$ cat config.mk
export PLATFORM = sky130hd
export DESIGN_NAME = dhcp_lease_server_top
export DESIGN_NICKNAME = d
export VERILOG_FILES = /design/src/hw/rtl/dls_pkg.sv /design/src/hw/rtl/dls_ram.sv /design/src/hw/rtl/dls_datapath.sv /design/src/hw/rtl/dls_ctrl.sv /design/src/hw/rtl/dhcp_lease_server_top.sv
export SDC_FILE = /design/constraint.sdc
export NUM_CORES = 2
export LEC_CHECK = 0
export CAP_MARGIN = 30
export CELL_PAD_IN_SITES_DETAIL_PLACEMENT = 2
export CELL_PAD_IN_SITES_GLOBAL_PLACEMENT = 2
export CORE_ASPECT_RATIO = 0.8
export CORE_MARGIN = 2
export CORE_UTILIZATION = 35
export CTS_CLUSTER_SIZE = 14
export DETAILED_ROUTE_END_ITERATION = 8
export DONT_BUFFER_PORTS = 1
export GPL_TIMING_DRIVEN = 0
export PLACE_DENSITY = 0.59
export SLEW_MARGIN = 20
export SYNTH_ARGS = -nofsm -noshare
export SYNTH_HDL_FRONTEND = slang
export SYNTH_HIERARCHICAL = 1
export SYNTH_SLANG_ARGS = --single-unit
$ cat constraint.sdc
create_clock -name clk_i -period 10.1 [get_ports clk_i]
set_input_delay 3.03 -clock clk_i [delete_from_list [all_inputs] [get_ports clk_i]]
set_output_delay 3.03 -clock clk_i [all_outputs]
set_load 0.1 [all_outputs]
$ cat src/hw/rtl/dls_pkg.sv
// Shared types and constants of the DHCP lease server.
package dls_pkg;

  localparam int unsigned LeaseSlots = 32;

  localparam logic [7:0] MsgDiscover = 8'd1;
  localparam logic [7:0] MsgRequest  = 8'd3;
  localparam logic [7:0] MsgDecline  = 8'd4;
  localparam logic [7:0] MsgRelease  = 8'd7;
  localparam logic [7:0] MsgInform   = 8'd8;

  localparam logic [1:0] KindOffer = 2'd0;
  localparam logic [1:0] KindAck   = 2'd1;
  localparam logic [1:0] KindNak   = 2'd2;

  localparam logic [1:0] RegServerIp  = 2'd0;
  localparam logic [1:0] RegPoolStart = 2'd1;
  localparam logic [1:0] RegPoolSize  = 2'd2;
  localparam logic [1:0] RegLeaseMs   = 2'd3;

  // Scan performed by the datapath on the slot table.
  typedef enum logic [2:0] {
    ScanNone,
    ScanMac,      // find used slot holding client MAC
    ScanAddr,     // is candidate address taken
    ScanFree,     // find first free slot
    ScanExpire    // free overdue slots
  } scan_e;

  typedef struct packed {
    logic        start;     // begin a scan, one cycle
    scan_e       kind;
    logic [31:0] addr;      // candidate for ScanAddr
    logic        claim;     // write MAC/addr/expiry into hit slot
    logic        touch;     // rewrite expiry of hit slot
    logic        free;      // clear used bit of hit slot
  } dp_cmd_t;

  typedef struct packed {
    logic        done;      // scan finished, pulse
    logic        hit;
    logic [31:0] hit_addr;  // address stored in hit slot
  } dp_sts_t;

  typedef enum logic [3:0] {
    StIdle,
    StFindMac,
    StWantChk,
    StWantFree,
    StScanChk,
    StScanFree,
    StCheckReq,
    StExpire,
    StOut
  } ctl_state_e;

endpackage

$ cat src/hw/rtl/dls_ram.sv
// Generic single-port RAM with registered read.
module dls_ram #(
  parameter int unsigned Width = 8,
  parameter int unsigned Depth = 32
) (
  input  logic                                       clk_i,
  input  logic                                       we_i,
  input  logic [((Depth > 1) ? $clog2(Depth) : 1)-1:0] addr_i,
  input  logic [Width-1:0]                           wdata_i,
  output logic [Width-1:0]                           rdata_o
);
  logic [Width-1:0] mem_q [Depth];

  always_ff @(posedge clk_i) begin
    if (we_i) begin
      mem_q[addr_i] <= wdata_i;
    end
    rdata_o <= mem_q[addr_i];
  end
endmodule

$ cat src/hw/rtl/dls_datapath.sv
// Lease table datapath: slot memories, used bits and the sequential slot scan.
module dls_datapath #(
  parameter int unsigned LeaseSlots = dls_pkg::LeaseSlots
) (
  input  logic             clk_i,
  input  logic             rst_ni,
  input  dls_pkg::dp_cmd_t cmd_i,
  input  logic [47:0]      mac_i,
  input  logic [31:0]      now_i,
  input  logic [31:0]      lease_ms_i,
  input  logic [31:0]      server_ip_i,
  output dls_pkg::dp_sts_t sts_o
);
  import dls_pkg::*;

  localparam int unsigned IdxW = (LeaseSlots > 1) ? $clog2(LeaseSlots) : 1;
  localparam int unsigned CntW = $clog2(LeaseSlots + 1);

  logic [LeaseSlots-1:0] used_q, used_d;
  logic [CntW-1:0]       idx_q, idx_d;
  logic                  busy_q, busy_d;
  logic                  rd_q, rd_d;         // read data valid for slot idx_q-1
  logic [IdxW-1:0]       ridx_q, ridx_d;
  logic                  hit_q, hit_d;
  logic [IdxW-1:0]       hidx_q, hidx_d;
  logic [31:0]           haddr_q, haddr_d;
  logic                  done_q, done_d;
  scan_e                 kind_q, kind_d;
  logic [31:0]           cand_q, cand_d;

  logic                  we;
  logic [IdxW-1:0]       ram_addr;
  logic [47:0]           mac_rd;
  logic [31:0]           addr_rd, exp_rd, exp_wd, diff;

  assign exp_wd = now_i + lease_ms_i;
  assign diff   = now_i - exp_rd;

  // Memory writes only on claim/touch of the hit slot.
  always_comb begin
    we       = 1'b0;
    ram_addr = idx_q[IdxW-1:0];
    if (!busy_q && (cmd_i.claim || cmd_i.touch)) begin
      we       = 1'b1;
      ram_addr = hidx_q;
    end
  end

  dls_ram #(.Width(48), .Depth(LeaseSlots)) u_mac (
    .clk_i, .we_i(we && cmd_i.claim), .addr_i(ram_addr), .wdata_i(mac_i), .rdata_o(mac_rd));
  dls_ram #(.Width(32), .Depth(LeaseSlots)) u_addr (
    .clk_i, .we_i(we && cmd_i.claim), .addr_i(ram_addr), .wdata_i(cand_q),
    .rdata_o(addr_rd));
  dls_ram #(.Width(32), .Depth(LeaseSlots)) u_exp (
    .clk_i, .we_i(we), .addr_i(ram_addr), .wdata_i(exp_wd), .rdata_o(exp_rd));

  always_comb begin
    used_d  = used_q;
    idx_d   = idx_q;
    busy_d  = busy_q;
    rd_d    = 1'b0;
    ridx_d  = ridx_q;
    hit_d   = hit_q;
    hidx_d  = hidx_q;
    haddr_d = haddr_q;
    done_d  = 1'b0;
    kind_d  = kind_q;
    cand_d  = cand_q;

    if (!busy_q) begin
      if (cmd_i.claim) begin
        used_d[hidx_q] = 1'b1;
        haddr_d        = cand_q;
      end
      if (cmd_i.free) begin
        used_d[hidx_q] = 1'b0;
      end
      if (cmd_i.start) begin
        busy_d = 1'b1;
        idx_d  = '0;
        hit_d  = 1'b0;
        kind_d = cmd_i.kind;
        cand_d = cmd_i.addr;
        if (cmd_i.kind == ScanAddr && cmd_i.addr == server_ip_i) begin
          hit_d  = 1'b1;
          busy_d = 1'b0;
          done_d = 1'b1;
        end
      end
    end else begin
      // Stage 1: check read data of previous slot.
      if (rd_q && !hit_q) begin
        unique case (kind_q)
          ScanMac: if (used_q[ridx_q] && mac_rd == mac_i) begin
            hit_d = 1'b1; hidx_d = ridx_q; haddr_d = addr_rd;
          end
          ScanAddr: if (used_q[ridx_q] && addr_rd == cand_q) hit_d = 1'b1;
          ScanExpire: if (used_q[ridx_q] && !diff[31]) used_d[ridx_q] = 1'b0;
          default: ;
        endcase
      end
      // Stage 0: issue next read, or finish.
      if (hit_d && kind_q != ScanExpire) begin
        busy_d = 1'b0;
        done_d = 1'b1;
      end else if (kind_q == ScanFree) begin
        if (idx_q == CntW'(LeaseSlots)) begin
          busy_d = 1'b0;
          done_d = 1'b1;
        end else if (!used_q[idx_q[IdxW-1:0]]) begin
          hit_d  = 1'b1;
          hidx_d = idx_q[IdxW-1:0];
          busy_d = 1'b0;
          done_d = 1'b1;
        end else begin
          idx_d = idx_q + 1'b1;
        end
      end else if (idx_q == CntW'(LeaseSlots)) begin
        if (!rd_q) begin
          busy_d = 1'b0;
          done_d = 1'b1;
        end
      end else begin
        rd_d   = 1'b1;
        ridx_d = idx_q[IdxW-1:0];
        idx_d  = idx_q + 1'b1;
      end
    end
  end

  always_ff @(posedge clk_i or negedge rst_ni) begin
    if (!rst_ni) begin
      used_q <= '0;
      busy_q <= 1'b0;
      rd_q   <= 1'b0;
      done_q <= 1'b0;
      hit_q  <= 1'b0;
      idx_q  <= '0;
      kind_q <= ScanNone;
    end else begin
      used_q <= used_d;
      busy_q <= busy_d;
      rd_q   <= rd_d;
      done_q <= done_d;
      hit_q  <= hit_d;
      idx_q  <= idx_d;
      kind_q <= kind_d;
    end
  end

  always_ff @(posedge clk_i) begin
    ridx_q  <= ridx_d;
    hidx_q  <= hidx_d;
    haddr_q <= haddr_d;
    cand_q  <= cand_d;
  end

  assign sts_o.done     = done_q;
  assign sts_o.hit      = hit_q;
  assign sts_o.hit_addr = haddr_q;
endmodule

$ cat src/hw/rtl/dls_ctrl.sv
// Request sequencer: decodes a request and drives the table scans.
module dls_ctrl (
  input  logic             clk_i,
  input  logic             rst_ni,
  input  logic             in_valid_i,
  output logic             in_ready_o,
  input  logic             cmd_i,
  input  logic [7:0]       msg_type_i,
  input  logic [31:0]      requested_ip_i,
  input  logic [31:0]      server_id_i,
  input  logic [31:0]      client_ip_i,
  input  logic [31:0]      server_ip_i,
  input  logic [31:0]      pool_start_i,
  input  logic [7:0]       pool_size_i,
  input  dls_pkg::dp_sts_t sts_i,
  output dls_pkg::dp_cmd_t cmd_o,
  output logic             out_valid_o,
  input  logic             out_ready_i,
  output logic [1:0]       reply_kind_o,
  output logic [31:0]      your_ip_o
);
  import dls_pkg::*;

  ctl_state_e  state_q, state_d;
  logic        issued_q, issued_d;  // scan of this state started
  logic        isreq_q, isreq_d;
  logic [31:0] want_q, want_d;
  logic [8:0]  off_q, off_d;
  logic [1:0]  kind_q, kind_d;
  logic [31:0] yip_q, yip_d;
  logic [31:0] cand;
  logic [7:0]  first, bound, last;
  logic        in_pool;

  assign cand  = {pool_start_i[31:8], pool_start_i[7:0] + off_q[7:0]};
  assign first = pool_start_i[7:0];
  assign bound = first + pool_size_i;
  assign last  = want_q[7:0];
  assign in_pool = (want_q[31:8] == pool_start_i[31:8]) && last >= first && last < bound;

  assign in_ready_o  = (state_q == StIdle);
  assign out_valid_o = (state_q == StOut);
  assign reply_kind_o = kind_q;
  assign your_ip_o    = yip_q;

  always_comb begin
    state_d  = state_q;
    issued_d = issued_q;
    isreq_d  = isreq_q;
    want_d   = want_q;
    off_d    = off_q;
    kind_d   = kind_q;
    yip_d    = yip_q;
    cmd_o    = '0;
    cmd_o.kind = ScanNone;

    unique case (state_q)
      StIdle: if (in_valid_i) begin
        issued_d = 1'b0;
        isreq_d  = (msg_type_i == MsgRequest);
        want_d   = (msg_type_i == MsgRequest && requested_ip_i == '0) ? client_ip_i
                                                                       : requested_ip_i;
        off_d    = '0;
        if (!cmd_i) begin
          state_d = StExpire;
        end else begin
          unique case (msg_type_i)
            MsgDiscover, MsgDecline, MsgRelease: state_d = StFindMac;
            MsgRequest: if (server_id_i == '0 || server_id_i == server_ip_i)
              state_d = StFindMac;
            MsgInform: begin
              kind_d  = KindAck;
              yip_d   = client_ip_i;
              state_d = StOut;
            end
            default: ;
          endcase
        end
      end
      StExpire: begin
        cmd_o.start = !issued_q;
        cmd_o.kind  = ScanExpire;
        issued_d    = 1'b1;
        if (issued_q && sts_i.done) state_d = StIdle;
      end
      StFindMac: begin
        cmd_o.start = !issued_q;
        cmd_o.kind  = ScanMac;
        issued_d    = 1'b1;
        if (issued_q && sts_i.done) begin
          issued_d = 1'b0;
          if (msg_type_i == MsgDecline || msg_type_i == MsgRelease) begin
            cmd_o.free = sts_i.hit;
            state_d    = StIdle;
          end else if (sts_i.hit) begin
            state_d = StCheckReq;
          end else if (want_q != '0 && in_pool) begin
            state_d = StWantChk;
          end else begin
            state_d = StScanChk;
          end
        end
      end
      StWantChk: begin
        cmd_o.start = !issued_q;
        cmd_o.kind  = ScanAddr;
        cmd_o.addr  = want_q;
        issued_d    = 1'b1;
        if (issued_q && sts_i.done) begin
          issued_d = 1'b0;
          state_d  = sts_i.hit ? StScanChk : StWantFree;
        end
      end
      StWantFree, StScanFree: begin
        cmd_o.start = !issued_q;
        cmd_o.kind  = ScanFree;
        cmd_o.addr  = (state_q == StWantFree) ? want_q : cand;
        issued_d    = 1'b1;
        if (issued_q && sts_i.done) begin
          issued_d = 1'b0;
          if (sts_i.hit) begin
            cmd_o.claim = 1'b1;
            state_d     = StCheckReq;
          end else if (state_q == StWantFree) begin
            state_d = StScanChk;
          end else begin
            state_d = StCheckReq;   // table full
          end
        end
      end
      StScanChk: begin
        if (off_q >= {1'b0, pool_size_i}) begin
          // pool exhausted, nothing claimed; last scan hit may still be set
          issued_d = 1'b0;
          if (isreq_q) begin
            kind_d = KindNak; yip_d = '0; state_d = StOut;
          end else begin
            state_d = StIdle;
          end
        end else begin
          cmd_o.start = !issued_q;
          cmd_o.kind  = ScanAddr;
          cmd_o.addr  = cand;
          issued_d    = 1'b1;
          if (issued_q && sts_i.done) begin
            issued_d = 1'b0;
            if (sts_i.hit) off_d = off_q + 1'b1;
            else state_d = StScanFree;
          end
        end
      end
      StCheckReq: begin
        // sts_i.hit still reflects the last scan: slot found, claimed or not.
        if (!sts_i.hit) begin
          if (isreq_q) begin
            kind_d = KindNak; yip_d = '0; state_d = StOut;
          end else begin
            state_d = StIdle;
          end
        end else if (isreq_q && want_q != '0 && want_q != sts_i.hit_addr) begin
          kind_d = KindNak; yip_d = '0; state_d = StOut;
        end else begin
          cmd_o.touch = 1'b1;
          kind_d  = isreq_q ? KindAck : KindOffer;
          yip_d   = sts_i.hit_addr;
          state_d = StOut;
        end
      end
      StOut: if (out_ready_i) state_d = StIdle;
      default: state_d = StIdle;
    endcase
  end

  always_ff @(posedge clk_i or negedge rst_ni) begin
    if (!rst_ni) begin
      state_q  <= StIdle;
      issued_q <= 1'b0;
    end else begin
      state_q  <= state_d;
      issued_q <= issued_d;
    end
  end

  always_ff @(posedge clk_i) begin
    isreq_q <= isreq_d;
    want_q  <= want_d;
    off_q   <= off_d;
    kind_q  <= kind_d;
    yip_q   <= yip_d;
  end
endmodule

$ cat src/hw/rtl/dhcp_lease_server_top.sv
// Top level of the DHCP lease server.
// One request at a time. A tick runs one expiry scan over the lease table; a request runs a MAC
// scan over the lease table and, when it must allocate, a check of the wanted address, one table
// scan per pool candidate tried and a free-slot search. s_axis_tready is low while a request is
// in work or its reply waits. Request fields are captured at acceptance, so the source need not
// hold them afterwards.
module dhcp_lease_server_top #(
  parameter int unsigned LEASE_SLOTS = dls_pkg::LeaseSlots
) (
  input  logic         clk_i,
  input  logic         rst_ni,
  input  logic         s_axis_tvalid,
  output logic         s_axis_tready,
  // [31:0] now_ms, [39:32] msg_type, [87:40] client_mac, [119:88] requested_ip,
  // [151:120] server_id, [183:152] client_ip, [215:184] transaction_id
  input  logic [215:0] s_axis_tdata,
  input  logic         s_axis_tuser,   // [0] cmd
  output logic         m_axis_tvalid,
  input  logic         m_axis_tready,
  // [31:0] your_ip, [79:32] reply_mac, [111:80] reply_xid
  output logic [111:0] m_axis_tdata,
  output logic [1:0]   m_axis_tuser,   // [1:0] reply_kind
  input  logic         cfg_valid_i,
  output logic         cfg_ready_o,
  input  logic [1:0]   cfg_index_i,
  input  logic [31:0]  cfg_data_i
);
  import dls_pkg::*;

  logic [31:0] server_ip_q, pool_start_q, lease_ms_q;
  logic [7:0]  pool_size_q;
  logic [215:0] req_q;
  dp_cmd_t dp_cmd;
  dp_sts_t dp_sts;
  logic [31:0] your_ip;
  logic        in_ready;

  assign cfg_ready_o = 1'b1;

  always_ff @(posedge clk_i or negedge rst_ni) begin
    if (!rst_ni) begin
      server_ip_q  <= '0;
      pool_start_q <= '0;
      pool_size_q  <= '0;
      lease_ms_q   <= '0;
    end else if (cfg_valid_i) begin
      unique case (cfg_index_i)
        RegServerIp:  server_ip_q  <= cfg_data_i;
        RegPoolStart: pool_start_q <= cfg_data_i;
        RegPoolSize:  pool_size_q  <= cfg_data_i[7:0];
        RegLeaseMs:   lease_ms_q   <= cfg_data_i;
        default: ;
      endcase
    end
  end

  // Capture the request so the source may move on.
  always_ff @(posedge clk_i) begin
    if (s_axis_tvalid && in_ready) req_q <= s_axis_tdata;
  end

  assign s_axis_tready = in_ready;

  dls_ctrl u_ctrl (
    .clk_i, .rst_ni,
    .in_valid_i(s_axis_tvalid), .in_ready_o(in_ready),
    .cmd_i(s_axis_tuser),
    .msg_type_i(in_ready ? s_axis_tdata[39:32] : req_q[39:32]),
    .requested_ip_i(s_axis_tdata[119:88]),
    .server_id_i(s_axis_tdata[151:120]),
    .client_ip_i(s_axis_tdata[183:152]),
    .server_ip_i(server_ip_q), .pool_start_i(pool_start_q), .pool_size_i(pool_size_q),
    .sts_i(dp_sts), .cmd_o(dp_cmd),
    .out_valid_o(m_axis_tvalid), .out_ready_i(m_axis_tready),
    .reply_kind_o(m_axis_tuser), .your_ip_o(your_ip)
  );

  dls_datapath #(.LeaseSlots(LEASE_SLOTS)) u_dp (
    .clk_i, .rst_ni,
    .cmd_i(dp_cmd), .mac_i(req_q[87:40]), .now_i(req_q[31:0]),
    .lease_ms_i(lease_ms_q), .server_ip_i(server_ip_q), .sts_o(dp_sts)
  );

  assign m_axis_tdata = {req_q[215:184], req_q[87:40], your_ip};
endmodule

==> run summary <==
Synth area leader: edfxtp_1
critical path peak fanout: 11
clk buf depth: 4
Post-synth EDFFs: 3854
dpl cells: 15900
Commonest cells post-synth: edfxtp_1, mux2i_1, o22ai_1, buf_2, nor4_1
Required @ worst endpoint: 10800 ps
clk sinks: 4120
IO buf count: 0
Most used DFF post-synth: edfxtp_1
Area Growth Syn to Fin: 18.6%
first-pass GRT wire length: 793000 µm
Via density: 5.61
min cycle time layout: 9270 ps
synthesized area: 162000 µm²
Clk Latency, worst-skew pair: 1050 ps
syn avg cell area: 17.4 µm²
fraction of layout cells with a size suffix above 1: 17.1%
Post-Layout Inst Area: 193000 µm²
Syn Nets: 9686
CP peak stage delay: 850 ps
Fmax: 108 MHz
crit path DAT: 9970 ps
GPL Wtd Cong: 0.874
cells after synthesis: 9326
Fillers: 43457
yosys warns: 6
DR pass1 iterations: 5
Slowest cell on crit path: a31oi_1
initial drt markers: 8987
# resized after CTS: 0
Initial Util: 35.2%
Root Buffer Master: clkbuf_16
worst hold slack: 440 ps
Synth top area share: 71.2%
Startpoint Class: flip-flop
die area: 470000 µm²
top cells by area, synth: edfxtp_1, mux2i_1, o22ai_1
Routed Antenna Nets: 0
worst vdd ir: 176 µV
Slew @ Worst Pin: 1080 ps
register bit total from synthesis: 4120
Post-CTS Setup Bufs: 0
hpwl dp: 408000 µm
Pleak: 0.0563 µW
core area: 462000 µm²
DR WL/cell: 34.3 µm
status: complete, no violations
RSZ-0062 raised after global routing: false
row cnt: 223
CTS Hold Bufs: 0
vias in the first global route: 99087
synth unique cells: 86
routed via count: 94040
DRC Markers: 0
WL final: 575000 µm
most used cell, CP: buf_2
Die W: 766 µm
Worst Setup Path Type: reg2reg
Area after DPL: 178000 µm²
critical path cell sequence: xnor2_1 -> nand4_1 -> nor4_1 -> nand2_1 -> a31oi_1 -> clkbuf_1 -> and2_1 -> o21bai_1 -> clkinv_1 -> nand2_1 -> o21ai_2 -> buf_2 -> buf_2 -> buf_2 -> buf_2 -> nand3_1 -> nor3_2 -> buf_6 -> buf_4 -> buf_6 -> buf_4
Slew Viols, Final: 0
Final Instance Count excl. Fillers: 16774
Worst Hold Class: reg2reg
TritonCTS clock tree: built
skew final: 90.3 ps
Async SR Flop Fraction: 3.74%
Final setup violation count: 0
Clock Pin Slew Worst Setup and Hold Paths: 70 ps
largest net degree at the start of global routing: 155
nature of the critical path endpoint: flip-flop
Design Power: 36500 µW
grt total ovfl: 0
Max H-tree Level: 5
post-synthesis sequential area ratio: 75.0%
initial antenna violation count: 38
Final Hold Viols: 0
most frequent cell after synthesis: edfxtp_1
total I/O pin count: 373
GRT Resource Usage Total: 23.8%
Pwr Density: 189 nW/µm²
max cap viols: 0
fin crit share: 91.8%
cts bufs inserted: 432
nets: 10551
Slew HR: 28.1%
Die Ht: 613 µm
placed cells by master, fill, tap and decap left out, types with 20 or more instances in the layout:
cell type,instances
edfxtp_1,3854
mux2i_1,1799
o22ai_1,928
clkbuf_16,437
buf_2,301
nor4_1,254
clkbuf_1,249
nand2_1,218
xnor2_1,200
buf_4,164
dfrtp_1,154
mux2_2,145
dfxtp_1,112
buf_16,109
buf_6,101
ha_1,100
nor2_1,99
buf_8,97
nor2_4,86
buf_12,86
clkinv_1,79
nand4_1,70
inv_1,63
clkinv_2,62
a21o_1,57
a21oi_1,51
nand3_1,44
o21ai_0,34
a22oi_1,33
a22o_1,32
xor2_1,31
a31oi_1,31
diode_2,29
bufinv_16,29
o21ai_1,24
clkbuf_8,22
nor3_1,21
nand3b_1,20
kinds of logic after synthesis:
logic type	synth area share (%)
AOI/OAI and AO/OA	5.02
other	0.00231
buffers and inverters	2.13
and+or+nand+nor	3.24
muxes	12.4
xor gates and xnor gates	1.40
DFF	75.0
adders and majority gates	0.815
critical path, delay by kind of cell, from the launching register on:
| family | cells | cell delay, ps |
|---|---|---|
| AOI/OAI and AO/OA | 3 | 1330 |
| and+or+nand+nor | 7 | 2590 |
| xor gates and xnor gates | 1 | 240 |
| buffers and inverters | 10 | 4030 |
| DFF | 1 | 580 |
sequential cells by signal (all words and copies together) (netlist names), 48 cells and up:
register            count
req_q                 120
u_dp/u_addr/mem_q    1024
u_dp/u_exp/mem_q     1024
u_dp/u_mac/mem_q     1536
u_dp/u_mac/rdata_o     48
layout make-up:
cell class | instances | area (µm²) | share of cell area [%]
plain buffers | 578 | 3220 | 1.67
repair buffers | 431 | 7400 | 3.84
well taps | 6187 | 7740 | 4.02
multi-input cells | 4563 | 38300 | 19.9
inverters | 65 | 244 | 0.127
flip-flops and latches | 4120 | 122000 | 63.2
clock inverters | 220 | 2250 | 1.17
diodes | 29 | 72.6 | 0.0377
clock buffers | 581 | 11700 | 6.07
per-stage QoR:
stage          utilization, %  setup WS (ps)  TNS (ps)
6_report                 41.7            829         0
2_1_floorplan               -           2860         0
3_3_place_gp             36.9          -6760  -5767620
4_1_cts                  41.6            939         0
5_1_grt                  41.7            740         0
3_5_place_dp             38.6           1020         0
metal layers:
layer	GRT usage, %	share of wire, %	up-vias
met5	0	0.0023	-
met4	5.93	2.6	2
met3	2.84	5.1	751
met2	38.7	47	2894
met1	34.2	45	51272
li1	-	-	39121
path summary, 6_finish.rpt:
path	from	endpoint	slack, ps	depth (start not counted)
worst max-delay path	u_ctrl/want_q[22]$_DFFE_PP_	u_dp/u_mac/mem_q[27][24]$_DFFE_PP_	830	21
worst min-delay path	u_dp/idx_q[2]$_DFFE_PN0P_	u_dp/ridx_q[2]$_DFFE_PP_	440	0
worst max register to register	u_ctrl/want_q[22]$_DFFE_PP_	u_dp/u_mac/mem_q[27][24]$_DFFE_PP_	830	21
worst min register to register	u_dp/idx_q[2]$_DFFE_PN0P_	u_dp/ridx_q[2]$_DFFE_PP_	440	0
max in group asynchronous	rst_ni	u_dp/used_q[13]$_DFFE_PN0P_	8070	0
min in group asynchronous	rst_ni	server_ip_q[8]$_DFFE_PN0P_	1710	0
power breakdown:
group	internal (µW)	total, µW	switching (µW)
logic	473	1380	903
registers	19000	19100	134
clock network	8910	15900	7030
total	28400	36500	8070
Note: power is estimated with default switching activity, not from simulation.
